`src/hdl/lcs_pkg.sv`:
```
package lcs_pkg;

    localparam int PIXELS_PER_LINE_DEF = 16;

    localparam int CFG_AW = 2;
    localparam int CFG_DW = 16;

    localparam int IN_TDATA_W  = 24;
    localparam int OUT_TDATA_W = 32;
    localparam int DRIVE_W     = 9;
    localparam int STEER_W     = 13;
    localparam int DT_W        = 16;
    localparam int SPD_W       = 24;
    localparam int DRV_STEPS   = 10;

    localparam logic [7:0]  THRESH_RST = 8'd100;
    localparam logic [15:0] P_GAIN_RST = 16'd1920;
    localparam logic [15:0] D_GAIN_RST = 16'd1080;
    localparam logic [7:0]  SPEED_RST  = 8'd45;

    typedef enum logic [CFG_AW-1:0] {
        CFG_THRESH,
        CFG_P_GAIN,
        CFG_D_GAIN,
        CFG_BASE_SPEED
    } cfg_idx_t;

    typedef struct packed {
        logic [7:0]  white_threshold;
        logic [15:0] p_gain;
        logic [15:0] d_gain;
        logic [7:0]  base_speed;
    } cfg_t;

    typedef enum logic [3:0] {
        OP_START,
        OP_DIV,
        OP_EDONE,
        OP_MUL_P,
        OP_MUL_PT,
        OP_MUL_D,
        OP_ADD_D,
        OP_SUM_L,
        OP_LOAD_DIV,
        OP_LDONE,
        OP_RDONE,
        OP_EMIT,
        OP_ACCUM
    } op_t;

    typedef enum logic [2:0] {
        JC_NEVER,
        JC_NO_WHITE,
        JC_DIV_BUSY,
        JC_OUT_BUSY,
        JC_NOT_LINE_END
    } jcond_t;

    localparam int UPC_W = 4;
    typedef logic [UPC_W-1:0] upc_t;

    localparam upc_t UA_START  = 4'd0;
    localparam upc_t UA_EDIV   = 4'd1;
    localparam upc_t UA_EDONE  = 4'd2;
    localparam upc_t UA_MUL_P  = 4'd3;
    localparam upc_t UA_MUL_PT = 4'd4;
    localparam upc_t UA_MUL_D  = 4'd5;
    localparam upc_t UA_ADD_D  = 4'd6;
    localparam upc_t UA_SUM_L  = 4'd7;
    localparam upc_t UA_LLOAD  = 4'd8;
    localparam upc_t UA_LDIV   = 4'd9;
    localparam upc_t UA_LDONE  = 4'd10;
    localparam upc_t UA_RLOAD  = 4'd11;
    localparam upc_t UA_RDIV   = 4'd12;
    localparam upc_t UA_RDONE  = 4'd13;
    localparam upc_t UA_EMIT   = 4'd14;
    localparam upc_t UA_ACCUM  = 4'd15;
    localparam upc_t UA_LAST   = UA_ACCUM;

    typedef struct packed {
        op_t    op;
        jcond_t jc;
        upc_t   target;
    } uword_t;

    typedef struct packed {
        logic no_white;
        logic div_busy;
        logic out_busy;
        logic not_line_end;
    } uflags_t;

    function automatic uword_t urom(upc_t addr);
        uword_t w;
        case (addr)
            UA_START:  w = '{OP_START,    JC_NO_WHITE,     UA_EMIT};
            UA_EDIV:   w = '{OP_DIV,      JC_DIV_BUSY,     UA_EDIV};
            UA_EDONE:  w = '{OP_EDONE,    JC_NEVER,        UA_START};
            UA_MUL_P:  w = '{OP_MUL_P,    JC_NEVER,        UA_START};
            UA_MUL_PT: w = '{OP_MUL_PT,   JC_NEVER,        UA_START};
            UA_MUL_D:  w = '{OP_MUL_D,    JC_NEVER,        UA_START};
            UA_ADD_D:  w = '{OP_ADD_D,    JC_NEVER,        UA_START};
            UA_SUM_L:  w = '{OP_SUM_L,    JC_NEVER,        UA_START};
            UA_LLOAD:  w = '{OP_LOAD_DIV, JC_NEVER,        UA_START};
            UA_LDIV:   w = '{OP_DIV,      JC_DIV_BUSY,     UA_LDIV};
            UA_LDONE:  w = '{OP_LDONE,    JC_NEVER,        UA_START};
            UA_RLOAD:  w = '{OP_LOAD_DIV, JC_NEVER,        UA_START};
            UA_RDIV:   w = '{OP_DIV,      JC_DIV_BUSY,     UA_RDIV};
            UA_RDONE:  w = '{OP_RDONE,    JC_NEVER,        UA_START};
            UA_EMIT:   w = '{OP_EMIT,     JC_OUT_BUSY,     UA_EMIT};
            UA_ACCUM:  w = '{OP_ACCUM,    JC_NOT_LINE_END, UA_ACCUM};
            default:   w = '{OP_ACCUM,    JC_NOT_LINE_END, UA_ACCUM};
        endcase
        return w;
    endfunction

endpackage

```
`src/hdl/lcs_useq.sv`:
```
module lcs_useq (
    input  logic             aclk,
    input  logic             aresetn,
    input  lcs_pkg::uflags_t flags,
    output lcs_pkg::uword_t  uw
);

    lcs_pkg::upc_t upc_reg;
    lcs_pkg::upc_t upc_next;
    logic          take_jump;

    assign uw = lcs_pkg::urom(upc_reg);

    always_comb begin
        case (uw.jc)
            lcs_pkg::JC_NEVER:        take_jump = 1'b0;
            lcs_pkg::JC_NO_WHITE:     take_jump = flags.no_white;
            lcs_pkg::JC_DIV_BUSY:     take_jump = flags.div_busy;
            lcs_pkg::JC_OUT_BUSY:     take_jump = flags.out_busy;
            lcs_pkg::JC_NOT_LINE_END: take_jump = flags.not_line_end;
            default:                  take_jump = 1'b0;
        endcase
    end

    always_comb begin
        if (take_jump) begin
            upc_next = uw.target;
        end else if (upc_reg == lcs_pkg::UA_LAST) begin
            upc_next = lcs_pkg::UA_START;
        end else begin
            upc_next = upc_reg + 1'b1;
        end
    end

    always_ff @(posedge aclk) begin
        if (!aresetn) begin
            upc_reg <= lcs_pkg::UA_ACCUM;
        end else begin
            upc_reg <= upc_next;
        end
    end

endmodule

```
`src/hdl/lcs_dpath.sv`:
```
module lcs_dpath #(
    parameter int PIXELS_PER_LINE = lcs_pkg::PIXELS_PER_LINE_DEF
) (
    input  logic                              aclk,
    input  logic                              aresetn,
    input  lcs_pkg::uword_t                   uw,
    input  lcs_pkg::cfg_t                     cfg,
    input  logic                              s_tvalid,
    output logic                              s_tready,
    input  logic [lcs_pkg::IN_TDATA_W-1:0]    s_tdata,
    input  logic                              s_tlast,
    output logic                              m_tvalid,
    input  logic                              m_tready,
    output logic [lcs_pkg::OUT_TDATA_W-1:0]   m_tdata,
    output logic                              m_tuser,
    output lcs_pkg::uflags_t                  flags
);

    localparam int PW   = $clog2(PIXELS_PER_LINE);
    localparam int HALF = PIXELS_PER_LINE / 2;
    localparam int MAXW = PIXELS_PER_LINE - HALF;
    localparam int SUMW = $clog2(MAXW * (MAXW + 1) / 2 + 1) + 1;
    localparam int CNTW = $clog2(PIXELS_PER_LINE + 1);
    localparam int QB   = $clog2(MAXW * 256 + 1);
    localparam int EW   = QB + 1;
    localparam int TW   = EW + 18;
    localparam int NW   = EW + 34;
    localparam int QW   = (QB > lcs_pkg::DRV_STEPS) ? QB : lcs_pkg::DRV_STEPS;
    localparam int DCW  = $clog2(QW);
    localparam int DW   = lcs_pkg::DRIVE_W;
    localparam int DRV_SHIFT = 16 + lcs_pkg::DRV_STEPS - 1;
    localparam int PAD_W = lcs_pkg::OUT_TDATA_W - 2 * DW - lcs_pkg::STEER_W;

    logic [PW-1:0]                pos_reg,   pos_next;
    logic signed [SUMW-1:0]       sum_reg,   sum_next;
    logic [CNTW-1:0]              cnt_reg,   cnt_next;
    logic signed [EW-1:0]         prev_reg,  prev_next;
    logic                         first_reg, first_next;
    logic                         mval_reg,  mval_next;

    logic [lcs_pkg::DT_W-1:0]     dt_reg,    dt_next;
    logic signed [EW-1:0]         err_reg,   err_next;
    logic                         seen_reg,  seen_next;
    logic signed [DW-1:0]         left_reg,  left_next;
    logic signed [DW-1:0]         right_reg, right_next;
    logic [lcs_pkg::SPD_W-1:0]    spd_reg,   spd_next;
    logic signed [TW-1:0]         t_reg,     t_next;
    logic signed [NW-1:0]         acc_reg,   acc_next;
    logic signed [NW-1:0]         nsum_reg,  nsum_next;
    logic [NW-1:0]                rem_reg,   rem_next;
    logic [NW-1:0]                sd_reg,    sd_next;
    logic [QW-1:0]                q_reg,     q_next;
    logic                         neg_reg,   neg_next;
    logic [DCW-1:0]               dcnt_reg,  dcnt_next;
    logic signed [DW-1:0]         oleft_reg,  oleft_next;
    logic signed [DW-1:0]         oright_reg, oright_next;
    logic signed [lcs_pkg::STEER_W-1:0] oerr_reg, oerr_next;
    logic                         oseen_reg, oseen_next;

    logic [7:0]                   pixel;
    logic [lcs_pkg::DT_W-1:0]     elapsed;
    logic                         accept;
    logic                         last_px;
    logic                         white;
    logic                         out_busy;
    logic signed [SUMW-1:0]       wgt;
    logic [SUMW-1:0]              abs_sum;
    logic [NW-1:0]                abs_nsum;
    logic signed [EW:0]           diff;
    logic signed [NW-1:0]         spd_sh;
    logic [7:0]                   drv_mag;
    logic signed [DW-1:0]         drv_val;
    logic [9:0]                   rev_full;
    logic [7:0]                   rev_mag;
    logic signed [DW-1:0]         rev_val;
    logic [QB-1:0]                err_mag;

    assign pixel    = s_tdata[7:0];
    assign elapsed  = s_tdata[lcs_pkg::IN_TDATA_W-1:8];
    assign s_tready = (uw.op == lcs_pkg::OP_ACCUM);
    assign accept   = s_tvalid && s_tready;
    assign last_px  = s_tlast || (pos_reg == PW'(PIXELS_PER_LINE - 1));
    assign white    = pixel > cfg.white_threshold;
    assign out_busy = mval_reg && !m_tready;

    assign wgt = SUMW'(int'(pos_reg) - HALF + ((pos_reg >= PW'(HALF)) ? 1 : 0));

    assign abs_sum  = sum_reg[SUMW-1] ? unsigned'(-sum_reg) : unsigned'(sum_reg);
    assign abs_nsum = nsum_reg[NW-1] ? unsigned'(-nsum_reg) : unsigned'(nsum_reg);
    assign diff     = (EW + 1)'(err_reg) - (EW + 1)'(prev_reg);
    assign spd_sh   = signed'(NW'(spd_reg) << 16);

    assign drv_mag  = (q_reg > QW'(255)) ? 8'hFF : q_reg[7:0];
    assign drv_val  = neg_reg ? -signed'({1'b0, drv_mag}) : signed'({1'b0, drv_mag});
    assign rev_full = (10'(cfg.base_speed) * 10'd3) >> 1;
    assign rev_mag  = (rev_full > 10'd255) ? 8'hFF : rev_full[7:0];
    assign rev_val  = -signed'({1'b0, rev_mag});
    assign err_mag  = q_reg[QB-1:0];

    assign flags.no_white     = (cnt_reg == '0);
    assign flags.div_busy     = (dcnt_reg != '0);
    assign flags.out_busy     = out_busy;
    assign flags.not_line_end = !(s_tvalid && last_px);

    assign m_tvalid = mval_reg;
    assign m_tuser  = oseen_reg;
    assign m_tdata  = {{PAD_W{1'b0}}, oerr_reg, oright_reg, oleft_reg};

    always_comb begin
        pos_next    = pos_reg;
        sum_next    = sum_reg;
        cnt_next    = cnt_reg;
        prev_next   = prev_reg;
        first_next  = first_reg;
        mval_next   = out_busy;
        dt_next     = dt_reg;
        err_next    = err_reg;
        seen_next   = seen_reg;
        left_next   = left_reg;
        right_next  = right_reg;
        spd_next    = spd_reg;
        t_next      = t_reg;
        acc_next    = acc_reg;
        nsum_next   = nsum_reg;
        rem_next    = rem_reg;
        sd_next     = sd_reg;
        q_next      = q_reg;
        neg_next    = neg_reg;
        dcnt_next   = dcnt_reg;
        oleft_next  = oleft_reg;
        oright_next = oright_reg;
        oerr_next   = oerr_reg;
        oseen_next  = oseen_reg;

        case (uw.op)
            lcs_pkg::OP_ACCUM: begin
                if (accept) begin
                    if (white) begin
                        sum_next = sum_reg + wgt;
                        cnt_next = cnt_reg + 1'b1;
                    end
                    if (last_px) begin
                        dt_next = (first_reg || elapsed == '0) ? lcs_pkg::DT_W'(1) : elapsed;
                    end else begin
                        pos_next = pos_reg + 1'b1;
                    end
                end
            end
            lcs_pkg::OP_START: begin
                // preset the no-line answer, start the centroid division
                seen_next  = (cnt_reg != '0);
                err_next   = '0;
                left_next  = rev_val;
                right_next = rev_val;
                spd_next   = lcs_pkg::SPD_W'(cfg.base_speed) * lcs_pkg::SPD_W'(dt_reg);
                rem_next   = NW'(abs_sum) << 8;
                neg_next   = sum_reg[SUMW-1];
                sd_next    = NW'(cnt_reg) << (QB - 1);
                q_next     = '0;
                dcnt_next  = DCW'(QB - 1);
            end
            lcs_pkg::OP_DIV: begin
                if (rem_reg >= sd_reg) begin
                    rem_next = rem_reg - sd_reg;
                    q_next   = {q_reg[QW-2:0], 1'b1};
                end else begin
                    q_next   = {q_reg[QW-2:0], 1'b0};
                end
                sd_next   = sd_reg >> 1;
                dcnt_next = dcnt_reg - 1'b1;
            end
            lcs_pkg::OP_EDONE: begin
                err_next = neg_reg ? -signed'({1'b0, err_mag}) : signed'({1'b0, err_mag});
            end
            lcs_pkg::OP_MUL_P: begin
                t_next = TW'(signed'({1'b0, cfg.p_gain}) * err_reg);
            end
            lcs_pkg::OP_MUL_PT: begin
                acc_next = NW'(t_reg * signed'({1'b0, dt_reg}));
            end
            lcs_pkg::OP_MUL_D: begin
                t_next = TW'(signed'({1'b0, cfg.d_gain}) * diff);
            end
            lcs_pkg::OP_ADD_D: begin
                acc_next = acc_reg + (NW'(t_reg) <<< 8);
            end
            lcs_pkg::OP_SUM_L: begin
                nsum_next = spd_sh + acc_reg;
            end
            lcs_pkg::OP_LOAD_DIV: begin
                // |n| / (dt * 2^16), quotient bits above 8 only mean saturation
                rem_next  = abs_nsum;
                neg_next  = nsum_reg[NW-1];
                sd_next   = NW'(dt_reg) << DRV_SHIFT;
                q_next    = '0;
                dcnt_next = DCW'(lcs_pkg::DRV_STEPS - 1);
            end
            lcs_pkg::OP_LDONE: begin
                left_next = drv_val;
                nsum_next = spd_sh - acc_reg;
            end
            lcs_pkg::OP_RDONE: begin
                right_next = drv_val;
            end
            lcs_pkg::OP_EMIT: begin
                if (!out_busy) begin
                    mval_next   = 1'b1;
                    oleft_next  = left_reg;
                    oright_next = right_reg;
                    oerr_next   = lcs_pkg::STEER_W'(err_reg);
                    oseen_next  = seen_reg;
                    prev_next   = err_reg;
                    first_next  = 1'b0;
                    pos_next    = '0;
                    sum_next    = '0;
                    cnt_next    = '0;
                end
            end
            default: begin
            end
        endcase
    end

    always_ff @(posedge aclk) begin
        if (!aresetn) begin
            pos_reg   <= '0;
            sum_reg   <= '0;
            cnt_reg   <= '0;
            prev_reg  <= '0;
            first_reg <= 1'b1;
            mval_reg  <= 1'b0;
            dcnt_reg  <= '0;
        end else begin
            pos_reg   <= pos_next;
            sum_reg   <= sum_next;
            cnt_reg   <= cnt_next;
            prev_reg  <= prev_next;
            first_reg <= first_next;
            mval_reg  <= mval_next;
            dcnt_reg  <= dcnt_next;
        end
    end

    always_ff @(posedge aclk) begin
        dt_reg     <= dt_next;
        err_reg    <= err_next;
        seen_reg   <= seen_next;
        left_reg   <= left_next;
        right_reg  <= right_next;
        spd_reg    <= spd_next;
        t_reg      <= t_next;
        acc_reg    <= acc_next;
        nsum_reg   <= nsum_next;
        rem_reg    <= rem_next;
        sd_reg     <= sd_next;
        q_reg      <= q_next;
        neg_reg    <= neg_next;
        oleft_reg  <= oleft_next;
        oright_reg <= oright_next;
        oerr_reg   <= oerr_next;
        oseen_reg  <= oseen_next;
    end

endmodule

```
`src/hdl/line_centroid_pd_steering.sv`:
```
// Line-centroid PD steering. Pixels of one scan line stream in one per cycle; white pixels
// (above white_threshold) add a signed position weight to a sum and a count. The pixel with
// tlast set, or the last pixel position, closes the line and starts a microprogram that
// forms the Q8 centroid error, the PD correction and both saturated drives, then posts one
// transaction on the m_axis side; a line with no white pixel skips straight to the post with
// equal reverse drives and zero error. The error quotient is QB bits wide, where
// QB = clog2(256 * (PIXELS_PER_LINE - PIXELS_PER_LINE/2) + 1), and the shared shift-subtract
// divider retires one quotient bit per cycle. No pixel is taken during the line-end program.
// A finished result waits in its output register while the next line streams in.
module line_centroid_pd_steering #(
    parameter int PIXELS_PER_LINE = lcs_pkg::PIXELS_PER_LINE_DEF
) (
    input  logic                              aclk,
    input  logic                              aresetn,
    input  logic                              cfg_we,
    input  logic [lcs_pkg::CFG_AW-1:0]        cfg_addr,
    input  logic [lcs_pkg::CFG_DW-1:0]        cfg_wdata,
    input  logic                              s_axis_tvalid,
    output logic                              s_axis_tready,
    input  logic [lcs_pkg::IN_TDATA_W-1:0]    s_axis_tdata,  // pixel[7:0], elapsed_ms[23:8]
    input  logic                              s_axis_tlast,  // line_end
    output logic                              m_axis_tvalid,
    input  logic                              m_axis_tready,
    output logic [lcs_pkg::OUT_TDATA_W-1:0]   m_axis_tdata,  // left_drive[8:0],
                                                             // right_drive[17:9],
                                                             // steer_error[30:18]
    output logic                              m_axis_tuser   // line_seen
);

    lcs_pkg::cfg_t    cfg_reg;
    lcs_pkg::cfg_t    cfg_next;
    lcs_pkg::uword_t  uw;
    lcs_pkg::uflags_t flags;

    always_comb begin
        cfg_next = cfg_reg;
        if (cfg_we) begin
            case (lcs_pkg::cfg_idx_t'(cfg_addr))
                lcs_pkg::CFG_THRESH:     cfg_next.white_threshold = cfg_wdata[7:0];
                lcs_pkg::CFG_P_GAIN:     cfg_next.p_gain          = cfg_wdata;
                lcs_pkg::CFG_D_GAIN:     cfg_next.d_gain          = cfg_wdata;
                lcs_pkg::CFG_BASE_SPEED: cfg_next.base_speed      = cfg_wdata[7:0];
                default: begin
                end
            endcase
        end
    end

    always_ff @(posedge aclk) begin
        if (!aresetn) begin
            cfg_reg.white_threshold <= lcs_pkg::THRESH_RST;
            cfg_reg.p_gain          <= lcs_pkg::P_GAIN_RST;
            cfg_reg.d_gain          <= lcs_pkg::D_GAIN_RST;
            cfg_reg.base_speed      <= lcs_pkg::SPEED_RST;
        end else begin
            cfg_reg <= cfg_next;
        end
    end

    lcs_useq u_useq (
        .aclk    (aclk),
        .aresetn (aresetn),
        .flags   (flags),
        .uw      (uw)
    );

    lcs_dpath #(
        .PIXELS_PER_LINE (PIXELS_PER_LINE)
    ) u_dpath (
        .aclk     (aclk),
        .aresetn  (aresetn),
        .uw       (uw),
        .cfg      (cfg_reg),
        .s_tvalid (s_axis_tvalid),
        .s_tready (s_axis_tready),
        .s_tdata  (s_axis_tdata),
        .s_tlast  (s_axis_tlast),
        .m_tvalid (m_axis_tvalid),
        .m_tready (m_axis_tready),
        .m_tdata  (m_axis_tdata),
        .m_tuser  (m_axis_tuser),
        .flags    (flags)
    );

endmodule

```
`config.mk`:
```
export PLATFORM = sky130hd
export DESIGN_NAME = line_centroid_pd_steering
export DESIGN_NICKNAME = d
export VERILOG_FILES = /design/src/hdl/lcs_pkg.sv /design/src/hdl/lcs_useq.sv /design/src/hdl/lcs_dpath.sv /design/src/hdl/line_centroid_pd_steering.sv
export SDC_FILE = /design/constraint.sdc
export NUM_CORES = 2
export LEC_CHECK = 0
export ABC_AREA = 1
export BUFFER_PORTS_ARGS = -buffer_cell sky130_fd_sc_hd__buf_2
export CAP_MARGIN = 0
export CORE_MARGIN = 4
export CORE_UTILIZATION = 30
export CTS_BUF_LIST = sky130_fd_sc_hd__clkbuf_2 sky130_fd_sc_hd__clkbuf_4 sky130_fd_sc_hd__clkbuf_8
export CTS_CLUSTER_SIZE = 8
export DETAILED_ROUTE_END_ITERATION = 8
export SETUP_SLACK_MARGIN = 0.02
export SLEW_MARGIN = 20
export SYNTH_ARGS = -nofsm -noshare
export SYNTH_HDL_FRONTEND = slang
export SYNTH_SLANG_ARGS = --single-unit
```
`constraint.sdc`:
```
create_clock -name aclk -period 7.5 [get_ports aclk]
set_input_delay 0 -clock aclk [delete_from_list [all_inputs] [get_ports aclk]]
set_output_delay 0 -clock aclk [all_outputs]
set_load 0.005 [all_outputs]
```
==> flow_metrics.py <==
metrics = {
    "route": {
        "dr.pass1.iters": 6,
        "ant_nets": 0,
        "dr.first_iter.drc_count": 4928,
        "drt_wl_total_mm": 233,
        "drc": 0,
        "dr_total_vias": 62380,
        "wl_per_cell_um": 17.6,
        "viasPerCell": 4.71,
    },
    "clocking": {
        "h-tree-depth": 3,
        "path_clk_slew_ns": 0.06,
        "tritoncts": "done",
        "clockRootBuffer": "clkbuf_8",
        "clkSinkCount": 428,
        "clk_latency_ns": 0.87,
        "cts_buffers": 84,
        "clk_path_buf_depth": 3,
    },
    "synthesis": {
        "syn_inst": 9950,
        "synth_top_family_by_area": "adder cells",
        "synth-xor-area-share": 0.0145,
        "synthSimpleGateAreaFrac": 0.270,
        "synth_nets": 11429,
        "syn_area_per_cell_um2": 7.05,
        "synth-seq-cells": 428,
        "synth_ff_type": "edfxtp_1",
        "synth_compound_area_frac": 0.0569,
        "syn-cell-area_um2": 70200,
        "synthArstFlopShare": 0,
        "synth_enable_flop_cells": 330,
        "yosys_warnings": 0,
        "yosysUniqueCellTypes": 59,
        "synth.area.mux_share": 0,
        "synth_fa_ha_area_frac": 0.349,
        "seq_area_frac_synth": 0.169,
    },
    "setup_path": {
        "required_ns": 7.97,
        "critPathMaxFanout": 10,
        "ff2ff_path_depth": 26,
        "arrival_ns": 7.59,
        "end_kind": "flip-flop",
        "reg2reg_setup_slack_ns": 0.39,
        "path_class": "reg2reg",
        "cp-start-kind": "flip-flop",
        "reg2reg_from": "u_dpath.err_reg[0]",
        "timing.rr.end": "u_dpath.t_reg[15]",
    },
    "floorplanning": {
        "start_util": 0.301,
        "core-area_um2": 233000,
        "chipWidth_um": 492,
        "rows": 177,
        "die_y_um": 492,
        "boundaryPins": 83,
        "dieArea_um2": 242000,
    },
    "global_routing": {
        "antenna_found_initial": 5,
        "overflow": 0,
        "grtUsageTotal": 0.191,
        "grt_max_degree": 75,
        "use_met1": 0.269,
        "top_usage_layer": "met2",
        "gr-usage-met2": 0.309,
        "grt_first_pass_wirelength_mm": 362,
        "grt_use_met3": 0.0219,
        "grt_pass1_vias": 61354,
    },
    "timing": {
        "finalHoldViolCount": 0,
        "period_needed_ns": 7.11,
        "slew_viol_final": 0,
        "maxClockFrequency_ghz": 0.141,
        "slew_headroom": 0.237,
        "rsz0062_at_grt": "false",
        "tightest_slew_ns": 1.14,
        "finClkSkew_ns": 0.129,
        "setup_viol": 0,
        "tns_ns": 0,
        "post-route-period-util": 0.948,
    },
    "run": {
        "cap_violations": 0,
    },
    "finish": {
        "area_delta_synth_final_pct": 9.97,
        "fill_cells": 25257,
        "regArea_um2": 11900,
        "post-route-util": 0.332,
        "multi_input_area_um2": 48500,
        "layout.nets": 11514,
        "largest_reg_flops": 48,
        "drive_gt1_frac": 0.0468,
    },
    "hold_path": {
        "whs_path_depth": 5,
        "whs_endpoint": "u_dpath.m_tvalid",
        "hold_path.class": "in2reg",
        "min_from": "m_axis_tready",
    },
    "placement": {
        "place.gp.congestion": 0.991,
        "hpwl_mm": 190,
        "io_buffers": 81,
    },
    "run_status": {
        "outcome": "finished, final reports clean",
    },
}
[per-layer routing]
metal	wire length, µm	vias up	share of wire
li1	-	30171	-
met3	14500	298	0.062
met4	7240	0	0.031
met1	105000	29957	0.45
met5	0	-	0
met2	106000	1954	0.45
[stage by stage]
stage                     cells  hold WS (ns)  cell area, µm²  worst slack (ns)
after floorplan            9950         0.126           70200             0.664
after global placement    12998         0.332           74300             0.339
after detailed placement  12998         0.331           74300             0.341
after CTS                 13236        0.0342           77100             0.319
after global routing      13239        0.0838           77200            0.0268
final                     13241         0.120           77200             0.389
[cell families (layout without fill, tap and decap cells)]
kind of cell               after synthesis  after routing
xor gates and xnor gates               115            115
and+or+nand+nor                       4644           4644
AOI/OAI and AO/OA                      737            737
other                                    1              6
buffers and inverters                 2594           2748
adders and majority gates             1431           1431
DFF                                    428            428
[worst max path at each step]
stage | from | end | slack (ns) | cells past startpoint
detailed placement | u_dpath.err_reg[0] | u_dpath.t_reg[20] | 0.34 | 29
global route | u_dpath.err_reg[0] | u_dpath.t_reg[20] | 0.03 | 31
floorplan | u_dpath.err_reg[0] | u_dpath.t_reg[20] | 0.66 | 32
CTS | u_dpath.err_reg[0] | u_dpath.t_reg[15] | 0.32 | 26
global placement | u_dpath.err_reg[0] | u_dpath.t_reg[29] | 0.34 | 29
finish | u_dpath.err_reg[0] | u_dpath.t_reg[15] | 0.39 | 26
[critical path: stages (launching register included)]
cell and delay, ns:
edfxtp_1 0.35, inv_1 0.06, ha_1 0.23, fa_1 0.47
o31ai_4 0.32, or2_2 0.15, nand2_1 0.11, clkinvlp_4 0.22
nand2_1 0.11, fa_1 0.54, inv_1 0.05, fa_1 0.49
fa_1 0.53, fa_1 0.44, fa_1 0.55, inv_1 0.05
fa_1 0.53, inv_1 0.04, ha_1 0.38, a21o_1 0.21
nor2_1 0.25, nand3_1 0.24, nand2_1 0.12, nand2_1 0.06
xor2_1 0.18, nand2_1 0.08, nand2_1 0.05
[Yosys cell counts, types with 5 or more instances]
library cell | n | area share
nand3_1 | 496 | 0.035
nand2_2 | 11 | 0.00098
nor2_4 | 7 | 0.0011
or2_1 | 7 | 0.00062
o21bai_1 | 30 | 0.0032
buf_2 | 32 | 0.0023
edfxtp_1 | 330 | 0.14
nor2_1 | 781 | 0.042
nand2_1 | 3044 | 0.16
clkbuf_1 | 238 | 0.013
a31oi_1 | 9 | 0.00080
nor2_2 | 9 | 0.00080
fa_1 | 881 | 0.25
inv_2 | 24 | 0.0013
a21oi_1 | 351 | 0.025
o21ai_0 | 253 | 0.018
or2_0 | 7 | 0.00062
o22ai_1 | 10 | 0.00089
nor4_1 | 15 | 0.0013
xor2_1 | 79 | 0.0099
xnor2_1 | 35 | 0.0044
buf_1 | 6 | 0.00032
nor3_1 | 49 | 0.0035
o31ai_1 | 6 | 0.00064
ha_1 | 550 | 0.098
clkbuf_2 | 5 | 0.00036
inv_1 | 2280 | 0.12
o211ai_1 | 18 | 0.0019
nand3b_1 | 33 | 0.0035
nand4_1 | 116 | 0.010
a21boi_0 | 5 | 0.00054
dfxtp_1 | 98 | 0.028
a21o_1 | 16 | 0.0017
o21ai_1 | 22 | 0.0016
or2_2 | 44 | 0.0039
and2_1 | 9 | 0.00080
[what timing repair did]
action                                  4_1_cts  5_1_grt
gates resized for setup                       0        6
hold buffers                                 83        0
buffers inserted                              0        0
endpoints found under the hold margin       119        0
endpoints found under the setup margin        0        9
[layout by cell type, fill, tap and decap left out, types with 81 or more instances in the layout]
cell,Yosys,layout
nand4_1,116,116
clkbuf_8,0,87
buf_2,32,81
buf_4,3,118
edfxtp_1,330,330
inv_1,2280,2278
dlygate4sd3_1,0,83
a21oi_1,351,351
nand2_1,3044,3043
nor2_1,781,775
ha_1,550,550
fa_1,881,881
nand3_1,496,496
o21ai_0,253,250
dfxtp_1,98,98
[final cells by class]
class                      count  area share
antenna                        5    0.000162
clock inverter                55     0.00868
sequential                   428       0.154
tap                         3132      0.0508
clock buffer                 100      0.0168
multi-input combinational   6928       0.629
inverter                    2308       0.112
timing repair buffer         285      0.0283
Power is not shown: default switching activity piles up to over one toggle a cycle in this logic, so the estimate is an artifact.
